### config.mk
export PLATFORM = sky130hd
export DESIGN_NAME = eida_ctrl
export DESIGN_NICKNAME = d
export VERILOG_FILES = /design/src/rtl/core/eida_pkg.sv /design/src/rtl/core/eida_ctrl.sv
export SDC_FILE = /design/constraint.sdc
export NUM_CORES = 1
export LEC_CHECK = 0
export BUFFER_PORTS_ARGS = -buffer_cell sky130_fd_sc_hd__buf_2
export CAP_MARGIN = 0
export CORE_AREA = 2 2 39 41
export CTS_BUF_LIST = sky130_fd_sc_hd__clkbuf_2 sky130_fd_sc_hd__clkbuf_4 sky130_fd_sc_hd__clkbuf_8
export DETAILED_ROUTE_END_ITERATION = 8
export DIE_AREA = 0 0 41 43
export GPL_ROUTABILITY_DRIVEN = 0
export SYNTH_ARGS = -nofsm -noshare
export SYNTH_HDL_FRONTEND = slang
export SYNTH_SLANG_ARGS = --single-unit
### constraint.sdc
create_clock -name clk -period 1.5 [get_ports clk]
set_clock_uncertainty 0.2 [all_clocks]
set_input_delay 0.3 -clock clk [delete_from_list [all_inputs] [get_ports clk]]
set_output_delay 0.3 -clock clk [all_outputs]
set_load 0.1 [all_outputs]
### src/rtl/core/eida_pkg.sv
// eida_pkg: shared types and constants for the entity id allocator.
// Field widths, operation and status codes, controller/datapath structs.
// No dependencies.
package eida_pkg;

  localparam int DEF_MAX_ENTITIES   = 1024;
  localparam int DEF_SIGNATURE_BITS = 32;

  localparam int OP_W        = 2;
  localparam int ID_FIELD_W  = 11;
  localparam int SIG_FIELD_W = 32;
  localparam int STATUS_W    = 2;

  typedef enum logic [OP_W-1:0] {
    OP_REGISTER = 2'd0,
    OP_REMOVE   = 2'd1,
    OP_SET_SIG  = 2'd2,
    OP_GET_SIG  = 2'd3
  } op_t;

  localparam logic [STATUS_W-1:0] STAT_OK       = 2'd0;
  localparam logic [STATUS_W-1:0] STAT_NOT_LIVE = 2'd1;
  localparam logic [STATUS_W-1:0] STAT_FULL     = 2'd2;

  // controller -> datapath
  typedef struct packed {
    logic capture;     // latch operands, launch memory reads
    logic exec;        // evaluate, write back, load result
    logic clear_step;  // clear one live mark
  } dp_cmd_t;

  // datapath -> controller
  typedef struct packed {
    logic clear_last;  // clear pointer at last entry
  } dp_stat_t;

endpackage

### src/rtl/core/eida_ctrl.sv
// eida_ctrl: sequencer for the entity id allocator.
// Depends on eida_pkg (dp_cmd_t, dp_stat_t).
module eida_ctrl
  import eida_pkg::*;
(
  input  logic     clk,
  input  logic     rst,
  input  logic     start,
  input  dp_stat_t stat,
  output dp_cmd_t  cmd,
  output logic     busy,
  output logic     done
);

  typedef enum logic [2:0] {
    S_CLEAR = 3'b001,
    S_IDLE  = 3'b010,
    S_EXEC  = 3'b100
  } state_t;

  state_t state, state_next;

  always_comb begin
    state_next = state;
    cmd        = '0;
    case (state)
      S_CLEAR: begin
        cmd.clear_step = 1'b1;
        if (stat.clear_last) state_next = S_IDLE;
      end
      S_IDLE: begin
        if (start) begin
          cmd.capture = 1'b1;
          state_next  = S_EXEC;
        end
      end
      S_EXEC: begin
        cmd.exec   = 1'b1;
        state_next = S_IDLE;
      end
      default: state_next = S_CLEAR;
    endcase
  end

  assign busy = (state != S_IDLE);

  always_ff @(posedge clk) begin
    if (rst) begin
      state <= S_CLEAR;
      done  <= 1'b0;
    end else begin
      state <= state_next;
      done  <= cmd.exec;
    end
  end

endmodule

==> results of run 1 <==
## state kept, by name, summed over array words and instances, names as in the netlist
| register | count |
|---|---|
| state | 3 |
| done | 1 |
## per-layer routing
metal,part of all wire,GRT usage
met3,0.13,0.0785
met4,0.0096,0.0400
met5,0,0
met2,0.35,0.0625
met1,0.50,0.0871
## repair_timing
action / in CTS / in global routing
setup buffers: 1 / 1
setup endpoints to repair: 4 / 4
pin swaps: 2 / 2
gates resized for setup: 5 / 4
## logic make-up after synthesis
family / Yosys count
flip-flops: 4
AO/OA/AOI/OAI: 2
AND/OR/NAND/NOR: 8
buffers and inverters: 1
## cell usage after synthesis
cell | count | area (um^2)
dfxtp_1 | 4 | 80.1
or3b_1 | 2 | 17.5
a31o_2 | 1 | 8.76
a31oi_1 | 1 | 6.26
and4bb_2 | 1 | 12.5
inv_1 | 1 | 3.75
nand4bb_1 | 1 | 11.3
nor2_1 | 1 | 3.75
nor2b_1 | 1 | 6.26
nor3b_1 | 1 | 7.51
or4b_1 | 1 | 10.0
## area by class of cell
class                   count  area [um^2]  area share
flip-flops and latches      4         86.3       0.208
inverters                   1         7.51      0.0181
well taps                  16         20.0      0.0482
repair buffers             15          179       0.431
clock buffers               3         22.5      0.0542
multi-input cells          10          100       0.241
## worst min path at each step
stage | from | to | depth (start not counted)
floorplan | rst | state[1]$_SDFFE_PP0P_ | 1
global placement | rst | state[1]$_SDFFE_PP0P_ | 2
detailed placement | rst | state[1]$_SDFFE_PP0P_ | 2
CTS | rst | state[1]$_SDFFE_PP0P_ | 2
global route | rst | state[1]$_SDFFE_PP0P_ | 2
finish | rst | state[1]$_SDFFE_PP0P_ | 2
## report_power, final
part	switching (W)	total [W]	leakage [nW]	internal (W)
Combinational	0.0000469	0.0000888	0.125	0.0000419
Clock	0.0000391	0.000128	0.0138	0.0000892
Sequential	0.00000509	0.000116	0.0335	0.000111
Total	0.0000911	0.000333	0.172	0.000242
## through the flow
stage	cells	area [um^2]	utilization	setup WS, ns
6_report	49	415	0.300	-0.226
5_1_grt	49	415	0.300	-0.271
4_1_cts	49	404	0.292	-0.245
3_5_place_dp	45	357	0.258	-0.0150
3_3_place_gp	45	357	0.258	-0.000133
2_1_floorplan	15	191	-	-0.185
==> flow_metrics.py, run 1 <==
metrics = {
    "cells_and_area": {
        "num-nets-final": 39,
        "fillCellCount": 136,
        "antenna_cells": 0,
        "area_growth_pct": 148,
        "final_common_cell": "buf_12",
        "final_cell_mix": "buf_12, buf_4, clkbuf_4, buf_2, buf_6",
        "drive_gt1_frac": 0.818,
    },
    "logic_synthesis": {
        "yosys_warnings": 0,
        "synthesis.nets": 19,
        "synth_top_family_by_area": "simple AND/OR/NAND/NOR gates",
        "netlist_instances": 15,
        "yosys.cell_types.count": 11,
        "seq_area_frac_synth": 0.478,
        "ys_seq_elements": 4,
        "yosys.area_share.simple": 0.410,
        "synth_area_per_cell_um2": 11.2,
        "synth-compound-area-share": 0.0896,
        "synth_xor_area_frac": 0,
        "synth_area_um2": 168,
        "synthMuxAreaShare": 0,
        "synthAdderAreaFrac": 0,
    },
    "clocking": {
        "path_clk_slew_ns": 0.04,
        "root_buffer": "clkbuf_4",
        "cts_tree": "built",
        "clockBufferDepth": 2,
        "cts_max_level": 1,
        "clk_latency_ns": 0.23,
        "hold_buffers": 0,
        "numCtsBuffers": 3,
        "cts_sinks": 4,
    },
    "worst_setup_path": {
        "crit_buf_inv": 2,
        "reg2reg_to": "state[0]$_SDFFE_PP1P_",
        "arrival_ns": 1.23,
        "cp-startpoint": "state[2]$_SDFFE_PP0P_",
        "worstRegToRegCells": 3,
        "cpLargestDelayFamily": "simple AND/OR/NAND/NOR gates",
        "cp_cell_sequence": "or3b_4 -> clkinvlp_4 -> buf_12",
        "crit_path_end": "cmd[1]",
        "r2r-start": "state[2]$_SDFFE_PP0P_",
        "cp_num_cells": 3,
        "worst_path_max_delay_cell": "or3b_4",
        "slowest_delay_ns": 0.39,
        "cp.required_ns": 1.00,
        "crit_path_start_kind": "flop",
        "end_kind": "output pin",
        "r2r_slack_ns": 0.08,
        "crit_type": "flop to output pin",
        "cp_max_fo": 4,
    },
    "die": {
        "dieHeight_um": 43,
        "die_x_um": 41,
        "initial_core_util": 0.121,
        "die_area_mm2": 0.00176,
        "rows": 14,
        "core_mm2": 0.00138,
        "io_pins": 9,
    },
    "flow_run": {
        "max-cap-violations": 0,
    },
    "global_route": {
        "grt_pass1_wl_um": 724,
        "antenna_found_initial": 0,
        "track_usage": 0.0683,
        "grt_max_degree": 5,
        "grt_pass1_vias": 191,
        "grt_overflow": 0,
    },
    "timing": {
        "setup_ws_ns": -0.226,
        "finalMaxSlewViolations": 0,
        "worstMarginPinSlew_ns": 0.181,
        "finalSetupViolCount": 4,
        "timing.fmax_ghz": 0.579,
        "fin_crit_sh": 1.15,
        "final_hold_viol_count": 0,
        "setup_tns_ns": -0.792,
        "slew_headroom": 0.879,
        "rsz0062_at_grt": "true",
        "fin_crit_ns": 1.73,
        "hold_slack_ns": 0.0722,
    },
    "routing": {
        "first_iter_violations": 10,
        "viasPerCell": 3.73,
        "finalWirelength_um": 418,
        "dr_total_vias": 183,
        "ant_nets": 0,
        "post_drt_wl_per_cell_um": 8.53,
        "route.detailed.drc": 0,
        "firstDrtPassIters": 3,
    },
    "pwr": {
        "p_leak_nw": 0.172,
        "vdd_drop_max_v": 0.000279,
        "power_w": 0.000333,
        "power_density_mw_per_mm2": 801,
    },
    "placement": {
        "hpwl_um": 348,
        "portBuffers": 8,
    },
    "status": {
        "status": "finished with violations",
        "violations": "negative setup slack",
    },
    "min_path": {
        "hold_path_class": "primary input to flop",
    },
}
Note: power is estimated with default switching activity, not from simulation.
==> run 2: changes to the inputs <==
--- a/config.mk
+++ b/config.mk
@@ -6,4 +6,5 @@
 export NUM_CORES = 1
 export LEC_CHECK = 0
+export ABC_AREA = 1
 export BUFFER_PORTS_ARGS = -buffer_cell sky130_fd_sc_hd__buf_2
 export CAP_MARGIN = 0
--- a/constraint.sdc
+++ b/constraint.sdc
@@ -3,3 +3,3 @@
 set_input_delay 0.3 -clock clk [delete_from_list [all_inputs] [get_ports clk]]
 set_output_delay 0.3 -clock clk [all_outputs]
-set_load 0.1 [all_outputs]
+set_load 0.005 [all_outputs]
==> run 2 against run 1 <==
Against the previous run:
- the flow now finishes without violations
- flip-flop and latch count did not move
- fmax rose by 17%
- first-iteration DRC count fell by 50%
- non-clock buffer count fell by 5
- final cell count rose by 20%
- critical path type unchanged
- critical endpoint is now cmd[2]
- largest cell class is now multi-input gates
- largest power group is now registers
- highest routed layer is now met3
==> flow_metrics.py, run 2 <==
metrics = {
    "cells_and_area": {
        "antenna_cells": 0,
        "final_cell_area_um2": 308,
        "reg.largest.list": "state (3), done (1)",
        "final_cell_mix": "buf_2, nand2_1, nor2_1, inv_1, clkbuf_4",
        "final_common_cell": "buf_2",
        "instances_no_fill": 59,
        "regMostFlops": "state",
        "num-nets-final": 49,
        "area_growth_pct": 51.9,
        "drive_gt1_frac": 0.512,
        "largest_register_ffs": 3,
    },
    "logic_synthesis": {
        "netlist_top_cells_count": "nand2_1, inv_1, nor2_1, dfxtp_1, inv_2",
        "seq_area_frac_synth": 0.395,
        "yosys.area_share.simple": 0.407,
        "yosys.cell_types.count": 12,
        "synth_xor_area_frac": 0,
        "netlist_instances": 30,
        "synthesis.nets": 34,
        "synth_area_um2": 203,
        "yosysTopAreaCellShare": 0.395,
        "synth_area_per_cell_um2": 6.76,
        "synth_top_area_cell": "dfxtp_1",
        "ys_seq_elements": 4,
        "yosys_warnings": 0,
        "synth_edf_count": 0,
        "synthFlopType": "dfxtp_1",
        "synth_area_leaders": "dfxtp_1, nand2_1, inv_1",
        "synthMuxAreaShare": 0,
        "synthAdderAreaFrac": 0,
        "synth_most_common_cell": "nand2_1",
        "synth_top_family_by_area": "simple AND/OR/NAND/NOR gates",
        "synth-compound-area-share": 0.0679,
        "synthArstFlopShare": 0,
    },
    "clocking": {
        "cts_tree": "built",
        "cts_sinks": 4,
        "hold_buffers": 0,
        "cts_max_level": 1,
        "clockBufferDepth": 2,
        "path_clk_slew_ns": 0.04,
        "clk_latency_ns": 0.23,
        "root_buffer": "clkbuf_4",
        "numCtsBuffers": 3,
    },
    "placement": {
        "portBuffers": 8,
        "place_area_um2": 263,
        "hpwl_um": 320,
        "dp.cells": 54,
    },
    "pwr": {
        "clkPwrFrac": 0.362,
        "p_int_w": 0.000254,
        "power_frac_seq": 0.380,
        "p_comb_frac": 0.258,
        "p_leak_nw": 0.168,
        "swShare": 0.298,
        "vdd_drop_max_v": 0.000494,
        "p_sw_w": 0.000108,
        "power_density_mw_per_mm2": 1180,
    },
    "timing": {
        "fin_crit_sh": 0.987,
        "worstMarginPinSlew_ns": 0.175,
        "rsz0062_at_grt": "true",
        "final_hold_viol_count": 0,
        "finalSetupViolCount": 0,
        "slew_headroom": 0.883,
        "timing.fmax_ghz": 0.675,
        "finalMaxSlewViolations": 0,
        "fin_crit_ns": 1.48,
    },
    "worst_setup_path": {
        "crit_type": "flop to output pin",
        "slowest_delay_ns": 0.34,
        "cp_cell_sequence": "inv_2 -> nor2_4 -> nand2_2 -> nor2_1 -> buf_2",
        "cp.required_ns": 1.00,
        "crit_path_start_kind": "flop",
        "end_kind": "output pin",
        "arrival_ns": 0.98,
        "cpLargestDelayFamily": "flip-flops",
        "cp_max_fo": 3,
        "crit_buf_inv": 2,
        "worst_path_max_delay_cell": "dfxtp_2",
    },
    "routing": {
        "ant_nets": 0,
        "first_iter_violations": 5,
        "route.detailed.drc": 0,
        "post_drt_wl_per_cell_um": 7.34,
        "viasPerCell": 3.59,
        "dr_total_vias": 212,
        "finalWirelength_um": 433,
        "firstDrtPassIters": 4,
    },
    "die": {
        "rows": 14,
        "core_mm2": 0.00138,
        "die_area_mm2": 0.00176,
        "io_pins": 9,
        "die_x_um": 41,
        "dieHeight_um": 43,
        "initial_core_util": 0.146,
    },
    "global_route": {
        "track_usage": 0.0592,
        "antenna_found_initial": 0,
        "grt_max_degree": 6,
        "grt_pass1_wl_um": 641,
        "grt_pass1_vias": 167,
        "grt_overflow": 0,
    },
    "min_path": {
        "hold_path_class": "primary input to flop",
    },
    "flow_run": {
        "max-cap-violations": 0,
    },
    "status": {
        "status": "completed",
    },
}
==> run 2: final cells by class <==
type | instances | area (um^2)
Multi-Input combinational cell | 19 | 101
Sequential cell | 4 | 82.6
Inverter | 7 | 26.3
Clock buffer | 3 | 22.5
Timing Repair Buffer | 10 | 55.1
Tap cell | 16 | 20.0
Fill cell | 163 | 1080
==> run 2: stage by stage <==
stage                      util  worst slack [ns]  hold slack [ns]  power [W]  setup TNS (ns)
after detailed placement  0.190             0.179            0.308   0.000213               0
after CTS                 0.217           0.00853           0.0625   0.000366               0
after global routing      0.222           -0.0250           0.0620   0.000396         -0.0250
final                     0.222            0.0188           0.0690   0.000362               0
after global placement    0.190             0.188            0.317   0.000214               0
after floorplan               -             0.280            0.171   0.000187               0
==> run 2: layer usage <==
metal	global-route usage	wire, um
met4	0.0200	0
met3	0.0628	30
met5	0	0
met1	0.0804	231
met2	0.0594	172
==> run 2: cells by family after synthesis <==
group,Yosys count
compound gates,2
buf+inv,7
simple gates,17
flops,4
==> run 2: power by group through the flow <==
stage / combinational, W / sequential, W / clock (W)
after floorplan: 0.0000543 / 0.000133 / 0
after global placement: 0.0000774 / 0.000136 / 0
after detailed placement: 0.0000782 / 0.000135 / 0
after CTS: 0.0000906 / 0.000137 / 0.000139
after global routing: 0.000108 / 0.000139 / 0.000149
final: 0.0000933 / 0.000138 / 0.000131
==> run 2: worst paths after layout <==
check / start / slack, ns / cells past startpoint / endpoint
max: state[1]$_SDFFE_PP0P_ / 0.02 / 5 / cmd[2]
max reg2reg: state[1]$_SDFFE_PP0P_ / 0.39 / 6 / state[0]$_SDFFE_PP1P_
min: rst / 0.07 / 2 / state[2]$_SDFFE_PP0P_
min reg2reg: state[2]$_SDFFE_PP0P_ / 0.32 / 2 / done$_SDFF_PP0_
==> run 2: repair_timing <==
action,CTS,global route
pin swaps,0,1
resized for setup,3,0
setup endpoints to repair,2,1
buffers inserted,1,1
